==> config.mk <==
export PLATFORM = sky130hd
export DESIGN_NAME = sha256_stream_hasher
export DESIGN_NICKNAME = d
export VERILOG_FILES = /design/src/hw/rtl/sha256_pkg.sv /design/src/hw/rtl/sha256_core.sv /design/src/hw/rtl/sha256_stream_hasher.sv
export SDC_FILE = /design/constraint.sdc
export NUM_CORES = 2
export LEC_CHECK = 0
export ABC_AREA = 1
export BUFFER_PORTS_ARGS = -buffer_cell sky130_fd_sc_hd__buf_2
export CORE_ASPECT_RATIO = 1.75
export CORE_UTILIZATION = 60
export CTS_BUF_LIST = sky130_fd_sc_hd__clkbuf_16
export CTS_CLUSTER_DIAMETER = 30
export DETAILED_ROUTE_END_ITERATION = 10
export GPL_TIMING_DRIVEN = 0
export HOLD_SLACK_MARGIN = 0.06
export PLACE_DENSITY = 0.83
export REMOVE_ABC_BUFFERS = 1
export SYNTH_ARGS = -nofsm -noshare
export SYNTH_HDL_FRONTEND = slang
export SYNTH_SLANG_ARGS = --single-unit
==> constraint.sdc <==
create_clock -name clock -period 22 [get_ports clock]
set_input_delay 1.1 -clock clock [delete_from_list [all_inputs] [get_ports clock]]
set_output_delay 1.1 -clock clock [all_outputs]
set_load 0.02 [all_outputs]
==> src/hw/rtl/sha256_pkg.sv <==
// sha-256 stream hasher package: types, constants and round functions
// used by the compression core and the top level; no dependencies
`timescale 1ns / 1ps

package sha256_pkg;

   localparam int BlockBytes = 64;
   localparam int Rounds     = 64;
   localparam int LenOffset  = 56;
   localparam logic [7:0] PadByte = 8'h80;

   typedef logic [31:0] word_type;
   typedef word_type [7:0] hash_type;

   // top-level sequencer states
   typedef enum logic [2:0] {
      ST_IDLE,
      ST_PAD,
      ST_COMP,
      ST_EMIT
   } state_type;

   // compression core control
   typedef struct packed {
      logic start;
      logic load_init;
   } core_ctl_type;

   typedef struct packed {
      logic busy;
      logic done;
   } core_sts_type;

   localparam hash_type InitHash = '{
      32'h5be0cd19, 32'h1f83d9ab, 32'h9b05688c, 32'h510e527f,
      32'ha54ff53a, 32'h3c6ef372, 32'hbb67ae85, 32'h6a09e667};

   function automatic word_type round_k(input logic [5:0] idx);
      word_type k;
      case (idx)
         6'd0: k = 32'h428a2f98;  6'd1: k = 32'h71374491;
         6'd2: k = 32'hb5c0fbcf;  6'd3: k = 32'he9b5dba5;
         6'd4: k = 32'h3956c25b;  6'd5: k = 32'h59f111f1;
         6'd6: k = 32'h923f82a4;  6'd7: k = 32'hab1c5ed5;
         6'd8: k = 32'hd807aa98;  6'd9: k = 32'h12835b01;
         6'd10: k = 32'h243185be; 6'd11: k = 32'h550c7dc3;
         6'd12: k = 32'h72be5d74; 6'd13: k = 32'h80deb1fe;
         6'd14: k = 32'h9bdc06a7; 6'd15: k = 32'hc19bf174;
         6'd16: k = 32'he49b69c1; 6'd17: k = 32'hefbe4786;
         6'd18: k = 32'h0fc19dc6; 6'd19: k = 32'h240ca1cc;
         6'd20: k = 32'h2de92c6f; 6'd21: k = 32'h4a7484aa;
         6'd22: k = 32'h5cb0a9dc; 6'd23: k = 32'h76f988da;
         6'd24: k = 32'h983e5152; 6'd25: k = 32'ha831c66d;
         6'd26: k = 32'hb00327c8; 6'd27: k = 32'hbf597fc7;
         6'd28: k = 32'hc6e00bf3; 6'd29: k = 32'hd5a79147;
         6'd30: k = 32'h06ca6351; 6'd31: k = 32'h14292967;
         6'd32: k = 32'h27b70a85; 6'd33: k = 32'h2e1b2138;
         6'd34: k = 32'h4d2c6dfc; 6'd35: k = 32'h53380d13;
         6'd36: k = 32'h650a7354; 6'd37: k = 32'h766a0abb;
         6'd38: k = 32'h81c2c92e; 6'd39: k = 32'h92722c85;
         6'd40: k = 32'ha2bfe8a1; 6'd41: k = 32'ha81a664b;
         6'd42: k = 32'hc24b8b70; 6'd43: k = 32'hc76c51a3;
         6'd44: k = 32'hd192e819; 6'd45: k = 32'hd6990624;
         6'd46: k = 32'hf40e3585; 6'd47: k = 32'h106aa070;
         6'd48: k = 32'h19a4c116; 6'd49: k = 32'h1e376c08;
         6'd50: k = 32'h2748774c; 6'd51: k = 32'h34b0bcb5;
         6'd52: k = 32'h391c0cb3; 6'd53: k = 32'h4ed8aa4a;
         6'd54: k = 32'h5b9cca4f; 6'd55: k = 32'h682e6ff3;
         6'd56: k = 32'h748f82ee; 6'd57: k = 32'h78a5636f;
         6'd58: k = 32'h84c87814; 6'd59: k = 32'h8cc70208;
         6'd60: k = 32'h90befffa; 6'd61: k = 32'ha4506ceb;
         6'd62: k = 32'hbef9a3f7; 6'd63: k = 32'hc67178f2;
         default: k = '0;
      endcase
      return k;
   endfunction

   function automatic word_type rotr(input word_type x, input int n);
      return (x >> n) | (x << (32 - n));
   endfunction

endpackage

==> src/hw/rtl/sha256_core.sv <==
// sha-256 compression core: one round per cycle over a 16-word schedule window
// depends on sha256_pkg; block words arrive from the top-level block memory
`timescale 1ns / 1ps

module sha256_core (
   input  logic                     clock,
   input  logic                     reset,
   input  sha256_pkg::core_ctl_type ctl,
   input  sha256_pkg::word_type     blk_word,   // block word for round t (t < 16)
   output logic [5:0]               round_idx,
   output sha256_pkg::core_sts_type sts,
   output sha256_pkg::hash_type     hash
);
   import sha256_pkg::*;

   hash_type        h_ff, h_in;
   hash_type        v_ff, v_in;
   word_type [15:0] w_ff, w_in;
   logic [5:0]      t_ff, t_in;
   logic            busy_ff, busy_in;
   logic            fin_ff, fin_in;
   word_type        wt, s0, s1, big0, big1, ch, maj, t1, t2, wnew;

   assign round_idx = t_ff;
   assign sts.busy  = busy_ff | fin_ff;
   assign sts.done  = fin_ff;
   assign hash      = h_ff;

   // one round of the compression
   always_comb begin
      s0   = rotr(w_ff[1], 7) ^ rotr(w_ff[1], 18) ^ (w_ff[1] >> 3);
      s1   = rotr(w_ff[14], 17) ^ rotr(w_ff[14], 19) ^ (w_ff[14] >> 10);
      wnew = w_ff[0] + s0 + w_ff[9] + s1;
      wt   = (t_ff < 6'd16) ? blk_word : wnew;
      big1 = rotr(v_ff[4], 6) ^ rotr(v_ff[4], 11) ^ rotr(v_ff[4], 25);
      ch   = (v_ff[4] & v_ff[5]) ^ (~v_ff[4] & v_ff[6]);
      t1   = v_ff[7] + big1 + ch + round_k(t_ff) + wt;
      big0 = rotr(v_ff[0], 2) ^ rotr(v_ff[0], 13) ^ rotr(v_ff[0], 22);
      maj  = (v_ff[0] & v_ff[1]) ^ (v_ff[0] & v_ff[2]) ^ (v_ff[1] & v_ff[2]);
      t2   = big0 + maj;
   end

   // sequencing of rounds and the final add
   always_comb begin
      h_in    = h_ff;
      v_in    = v_ff;
      w_in    = w_ff;
      t_in    = t_ff;
      busy_in = busy_ff;
      fin_in  = 1'b0;
      if (ctl.load_init) begin
         h_in = InitHash;
      end
      if (ctl.start && !busy_ff) begin
         busy_in = 1'b1;
         t_in    = '0;
         v_in    = h_ff;
      end else if (busy_ff) begin
         // window at round t, before the shift: w_ff[k] is w[t-16+k]
         w_in = {wt, w_ff[15:1]};
         v_in = {v_ff[6], v_ff[5], v_ff[4], v_ff[3] + t1,
                 v_ff[2], v_ff[1], v_ff[0], t1 + t2};
         t_in = t_ff + 6'd1;
         if (t_ff == 6'(Rounds - 1)) begin
            busy_in = 1'b0;
            fin_in  = 1'b1;
         end
      end
      if (fin_ff) begin
         for (int i = 0; i < 8; i++) begin
            h_in[i] = h_ff[i] + v_ff[i];
         end
      end
   end

   always_ff @(posedge clock) begin
      if (reset) begin
         busy_ff <= 1'b0;
         fin_ff  <= 1'b0;
         t_ff    <= '0;
         h_ff    <= InitHash;
      end else begin
         busy_ff <= busy_in;
         fin_ff  <= fin_in;
         t_ff    <= t_in;
         h_ff    <= h_in;
      end
      v_ff <= v_in;
      w_ff <= w_in;
   end

`ifndef SYNTH
   a_fin_after_last: assert property (@(posedge clock) disable iff (reset)
      busy_ff && t_ff == 6'd63 |=> fin_ff) else $error("round end lost");
   a_no_start_busy: assert property (@(posedge clock) disable iff (reset)
      fin_ff |-> !busy_ff) else $error("core busy during final add");
   a_round_step: assert property (@(posedge clock) disable iff (reset)
      busy_ff && t_ff != 6'd63 |=> busy_ff && t_ff == $past(t_ff) + 6'd1)
      else $error("round counter skipped");
`endif

endmodule

==> src/hw/rtl/sha256_stream_hasher.sv <==
// sha-256 stream hasher top level: byte intake, block memory, padding, digest
// depends on sha256_pkg and sha256_core
`timescale 1ns / 1ps

// Takes a message one byte per transaction and returns its SHA-256 digest as
// eight 32-bit words (H0 first) after a transaction with the end flag. Bytes
// are written into a 16-word block memory with a registered read port, one
// transaction per cycle; when a transaction completes 64 bytes, intake stops
// while the block is compressed (start, 64 rounds at one per cycle, final
// add), the core reading block words from the memory for the first 16
// rounds. At the end the block pads (0x80, zeros, 64-bit length) one byte
// per cycle, compressing once or twice, then presents the digest words, one
// per accepted result transaction, and restores the initial hash values.
module sha256_stream_hasher (
   input  logic        clock,
   input  logic        reset,
   input  logic        req_tvalid,
   output logic        req_tready,
   input  logic [15:0] req_tdata,   // [7:0] data_byte, [8] byte_present, rest zero
   input  logic        req_tlast,   // end_of_message
   output logic        rsp_tvalid,
   input  logic        rsp_tready,
   output logic [39:0] rsp_tdata,   // [31:0] digest_word, [34:32] word_index
   output logic        rsp_tlast    // last_word
);
   import sha256_pkg::*;

   // block memory, 16 big-endian words with byte enables
   word_type      mem [16];
   word_type      rd_ff;
   logic          we;
   logic [3:0]    wa;
   logic [3:0]    ra;
   logic [1:0]    wb;
   logic [7:0]    wd;

   state_type     st_ff, st_in;
   logic [5:0]    fill_ff, fill_in;
   logic [60:0]   cnt_ff, cnt_in;
   logic          eom_ff, eom_in;         // end was seen, padding owed
   logic          mark_ff, mark_in;       // 0x80 already written
   logic          len_ok_ff, len_ok_in;   // length may go in this block
   logic          fin_blk_ff, fin_blk_in; // block in the core holds the length
   logic          started_ff, started_in;
   logic [2:0]    oidx_ff, oidx_in;
   logic          acc, rsp_acc;
   logic          push;
   logic [7:0]    pbyte;
   logic [63:0]   bits;
   logic [5:0]    ridx;
   core_ctl_type  ctl;
   core_sts_type  sts;
   hash_type      hash;

   sha256_core u_core (
      .clock    (clock),
      .reset    (reset),
      .ctl      (ctl),
      .blk_word (rd_ff),
      .round_idx(ridx),
      .sts      (sts),
      .hash     (hash)
   );

   assign acc     = req_tvalid & req_tready;
   assign rsp_acc = rsp_tvalid & rsp_tready;
   assign bits    = {cnt_ff, 3'b000};

   // byte to store this cycle
   always_comb begin
      push  = 1'b0;
      pbyte = req_tdata[7:0];
      if (st_ff == ST_IDLE) begin
         push = acc & req_tdata[8];
      end else if (st_ff == ST_PAD) begin
         push = 1'b1;
         if (!mark_ff) pbyte = PadByte;
         else if (len_ok_ff && fill_ff >= 6'(LenOffset))
            pbyte = bits[{~fill_ff[2:0], 3'b000} +: 8];
         else pbyte = 8'h00;
      end
   end

   assign we = push;
   assign wa = fill_ff[5:2];
   assign wb = fill_ff[1:0];
   assign wd = pbyte;
   // prefetch: round t reads word t, addressed the cycle before through rd_ff
   assign ra = (st_ff == ST_COMP && sts.busy) ? 4'(ridx + 6'd1) : 4'd0;

   // writes only outside compress, read data used only during it, so no overlap
   always_ff @(posedge clock) begin
      if (we) begin
         mem[wa][{~wb, 3'b000} +: 8] <= wd;
      end
      rd_ff <= mem[ra];
   end

   // next state
   always_comb begin
      st_in      = st_ff;
      fill_in    = fill_ff;
      cnt_in     = cnt_ff;
      eom_in     = eom_ff;
      mark_in    = mark_ff;
      len_ok_in  = len_ok_ff;
      fin_blk_in = fin_blk_ff;
      oidx_in    = oidx_ff;
      if (push) fill_in = fill_ff + 6'd1;
      case (st_ff)
         ST_IDLE: begin
            if (acc) begin
               if (req_tdata[8]) cnt_in = cnt_ff + 61'd1;
               if (req_tlast) eom_in = 1'b1;
               if (push && fill_ff == 6'(BlockBytes - 1)) st_in = ST_COMP;
               else if (req_tlast) st_in = ST_PAD;
            end
         end
         ST_PAD: begin
            if (!mark_ff) begin
               mark_in   = 1'b1;
               len_ok_in = (fill_ff < 6'(LenOffset));
            end
            if (fill_ff == 6'(BlockBytes - 1)) begin
               st_in      = ST_COMP;
               fin_blk_in = mark_ff && len_ok_ff;
            end
         end
         ST_COMP: begin
            if (sts.done) begin
               if (fin_blk_ff) begin
                  st_in = ST_EMIT;
               end else if (eom_ff) begin
                  st_in     = ST_PAD;
                  len_ok_in = 1'b1;
               end else begin
                  st_in = ST_IDLE;
               end
            end
         end
         ST_EMIT: begin
            if (rsp_acc) begin
               oidx_in = oidx_ff + 3'd1;
               if (oidx_ff == 3'd7) begin
                  st_in      = ST_IDLE;
                  cnt_in     = '0;
                  eom_in     = 1'b0;
                  mark_in    = 1'b0;
                  fin_blk_in = 1'b0;
               end
            end
         end
         default: st_in = ST_IDLE;
      endcase
      // start the core once on entry to compress
      started_in = (st_ff == ST_COMP) && (st_in == ST_COMP);
   end

   // outputs
   always_comb begin
      req_tready    = (st_ff == ST_IDLE);
      ctl.start     = (st_ff == ST_COMP) && !started_ff;
      ctl.load_init = rsp_acc && oidx_ff == 3'd7;
      rsp_tvalid    = (st_ff == ST_EMIT);
      rsp_tdata     = {5'd0, oidx_ff, hash[oidx_ff]};
      rsp_tlast     = (oidx_ff == 3'd7);
   end

   always_ff @(posedge clock) begin
      if (reset) begin
         st_ff      <= ST_IDLE;
         fill_ff    <= '0;
         cnt_ff     <= '0;
         eom_ff     <= 1'b0;
         mark_ff    <= 1'b0;
         len_ok_ff  <= 1'b0;
         fin_blk_ff <= 1'b0;
         oidx_ff    <= '0;
         started_ff <= 1'b0;
      end else begin
         st_ff      <= st_in;
         fill_ff    <= fill_in;
         cnt_ff     <= cnt_in;
         eom_ff     <= eom_in;
         mark_ff    <= mark_in;
         len_ok_ff  <= len_ok_in;
         fin_blk_ff <= fin_blk_in;
         oidx_ff    <= oidx_in;
         started_ff <= started_in;
      end
   end

`ifndef SYNTH
   a_ready_idle: assert property (@(posedge clock) disable iff (reset)
      req_tready |-> !rsp_tvalid) else $error("intake open during digest");
   a_emit_wrap: assert property (@(posedge clock) disable iff (reset)
      rsp_acc && rsp_tlast |=> st_ff == ST_IDLE) else $error("digest end lost");
   a_core_in_comp: assert property (@(posedge clock) disable iff (reset)
      sts.busy |-> st_ff == ST_COMP) else $error("core runs outside compress");
   a_rsp_hold: assert property (@(posedge clock) disable iff (reset)
      rsp_tvalid && !rsp_tready |=> rsp_tvalid && $stable(rsp_tdata))
      else $error("result changed while waiting");
`endif

endmodule

==> results.cfg <==
[status]
status = finished, violations left
failed_checks = max-capacitance violations, max-slew violations

[sta]
finalSetupTns_ns = 0
finalHoldViolations = 0
grt_setup_unrepaired = false
layout_min_cycle_time_ns = 12.04
fin_crit_sh = 0.547
fin_hold_ws_ns = 0.349
tightestPinTransition_ns = 1.68
slew_headroom = -0.132
skew_ns = 0.0990
setup_ws_ns = 9.96
max_freq_mhz = 83.1
finalMaxSlewViolations = 13
setup_viol = 0

[power]
power_density_nw_per_um2 = 71.1
p_leak_uw = 0.0417
power_uw = 7520
peakVddDrop_uv = 94.7

[worst_hold_path]
hold_path.class = reg -> reg

[floorplan]
num_io_pins = 64
core_area_um2 = 157000
die_w_um = 303
rows = 192
fp.dieH_um = 528
die_area_um2 = 160000
initial_core_util = 0.606

[layout]
drive_above_1_share = 0.0626
syn2layout_area_growth_pct = 11.5
nets = 10900
final_cell_mix = nand2_1 (1827), edfxtp_1 (1280), inv_1 (1144)
final_cells = 12500
final_common_cell = nand2_1

[grt]
antenna_found_initial = 15
grt_pass1_vias = 81700
grt_use_total = 0.453
grt_first_pass_wirelength_um = 525000
grt-ovfl-total = 0
grt_max_degree = 119

[routing]
vias = 81600
ant_nets = 0
firstDrtPassIters = 10
viasPerCell = 6.52
drt-total-wl_um = 363000
wire_per_inst_um = 29.0
drc_errors = 0
drtIter0Drc = 10500

[synth]
avgSynthCellArea_um2 = 9.20
synthCells = 10300
synth-edff-count = 1280
synth_top_area_cell = edfxtp_1
synth_top_area_frac = 0.405
synth_area_leaders = edfxtp_1 (40%), dfxtp_1 (8.6%), nand2_1 (7.2%), ha_1 (5.2%), o21ai_0 (5.1%)
ys_ff_latch = 1686
synth_flop_cell = edfxtp_1
yosysSeqAreaShare = 0.491
ys_warn_count = 0
post_synth_instance_area_um2 = 94900
ys_types = 71
async_flop_share = 0

[critical_path]
critPathRequiredTime_ns = 22.60
start_kind = flop
critPathMaxStageDelay_ns = 0.83
slowest_stage = o21ai_0
crit_path_end_kind = flop
criticalPathCategory = reg -> reg
reg2reg_slack_ns = 9.96
crit_fanout = 7
critPathArrivalTime_ns = 12.64
crit_path_frequent_cell = nand2_1

[clock_tree]
clk_latency_ns = 0.92
post_cts_buffers = 0
cts_sinks = 1686
h-tree-depth = 4
numCtsBuffers = 241
cts_tree = yes
ctsHoldBuffers = 0
cts_resized = 0
cts.clk_slew.worst_paths_ns = 0.07
clk_path_buf_depth = 4
cts-root-buf = clkbuf_16

[placed_design]
post-place-ws_ns = 10.57
dpl.cell_count = 12000
dp_hpwl_um = 258000
gp_congestion = 1.06
port_buffers = 51

[flow_run]
maxCapViolCount = 4
[path summary, 6_finish.rpt]
path,startpoint,to,cells past startpoint
worst max-delay path,u_core.w_ff[37],u_core.v_ff[30],44
worst min-delay path,u_core.w_ff[414],u_core.w_ff[382],0
worst max register to register,u_core.w_ff[37],u_core.v_ff[30],44
worst min register to register,u_core.w_ff[414],u_core.w_ff[382],0
[report_power, final]
group | total (uW) | internal, uW | switching [uW]
clock network | 3930 | 2300 | 1630
registers | 3410 | 3400 | 3.66
logic | 184 | 47.7 | 137
[per-layer routing]
metal	global-route usage	up-vias	wire length [um]
met5	0	-	75
met4	0.440	12	43800
met3	0.0979	1902	33400
met2	0.760	5625	175000
met1	0.459	38400	111000
li1	-	35700	-
[cell families after synthesis]
family | share of synthesized area
DFF | 0.491
buffers and inverters | 0.0637
muxes | 0.0147
xor gates and xnor gates | 0.0372
other | 0.0000395
and+or+nand+nor | 0.150
AOI/OAI and AO/OA | 0.150
adders and majority gates | 0.0939
[synth_stat cells (195+ instances only)]
master,instances
a21oi_1,896
fa_1,195
ha_1,397
inv_1,1126
xor2_1,205
xnor2_1,198
nor2_1,732
nand2_1,1827
nand3_1,445
o21ai_0,960
dfxtp_1,406
clkbuf_1,352
edfxtp_1,1280
[through the flow]
stage	utilization	cell area (um^2)
after CTS	0.675	106000
after global routing	0.675	106000
after floorplan	-	93200
final	0.676	106000
after detailed placement	0.622	97400
after global placement	0.613	96000
[critical path, delay by kind of cell, from the launching register on]
kind | cells | cell delay (ns)
DFF | 1 | 0.65
adders and majority gates | 8 | 3.68
buffers and inverters | 7 | 0.69
xor gates and xnor gates | 4 | 1.28
and+or+nand+nor | 19 | 2.81
AOI/OAI and AO/OA | 6 | 2.62
[state kept, by name, indices dropped and copies added, names as in the netlist, 3 cells and up, named ones only]
name and cells:
u_core.hash 256, fill_ff 6, u_core.round_idx 6, mem 512
cnt_ff 61, u_core.v_ff 256, u_core.w_ff 512, rd_ff 32
st_ff 3, oidx_ff 3
[layout make-up]
class                      count  area (um^2)
tap                         2037         2550
fill                       11800        50800
antenna                       15         37.5
sequential                  1686        46600
timing repair buffer         111         1600
clock inverter               204         2100
inverter                    1151         4360
clock buffer                 245         6130
multi-input combinational   7061        42500
No activity file was read; power rests on OpenSTA's default activity.
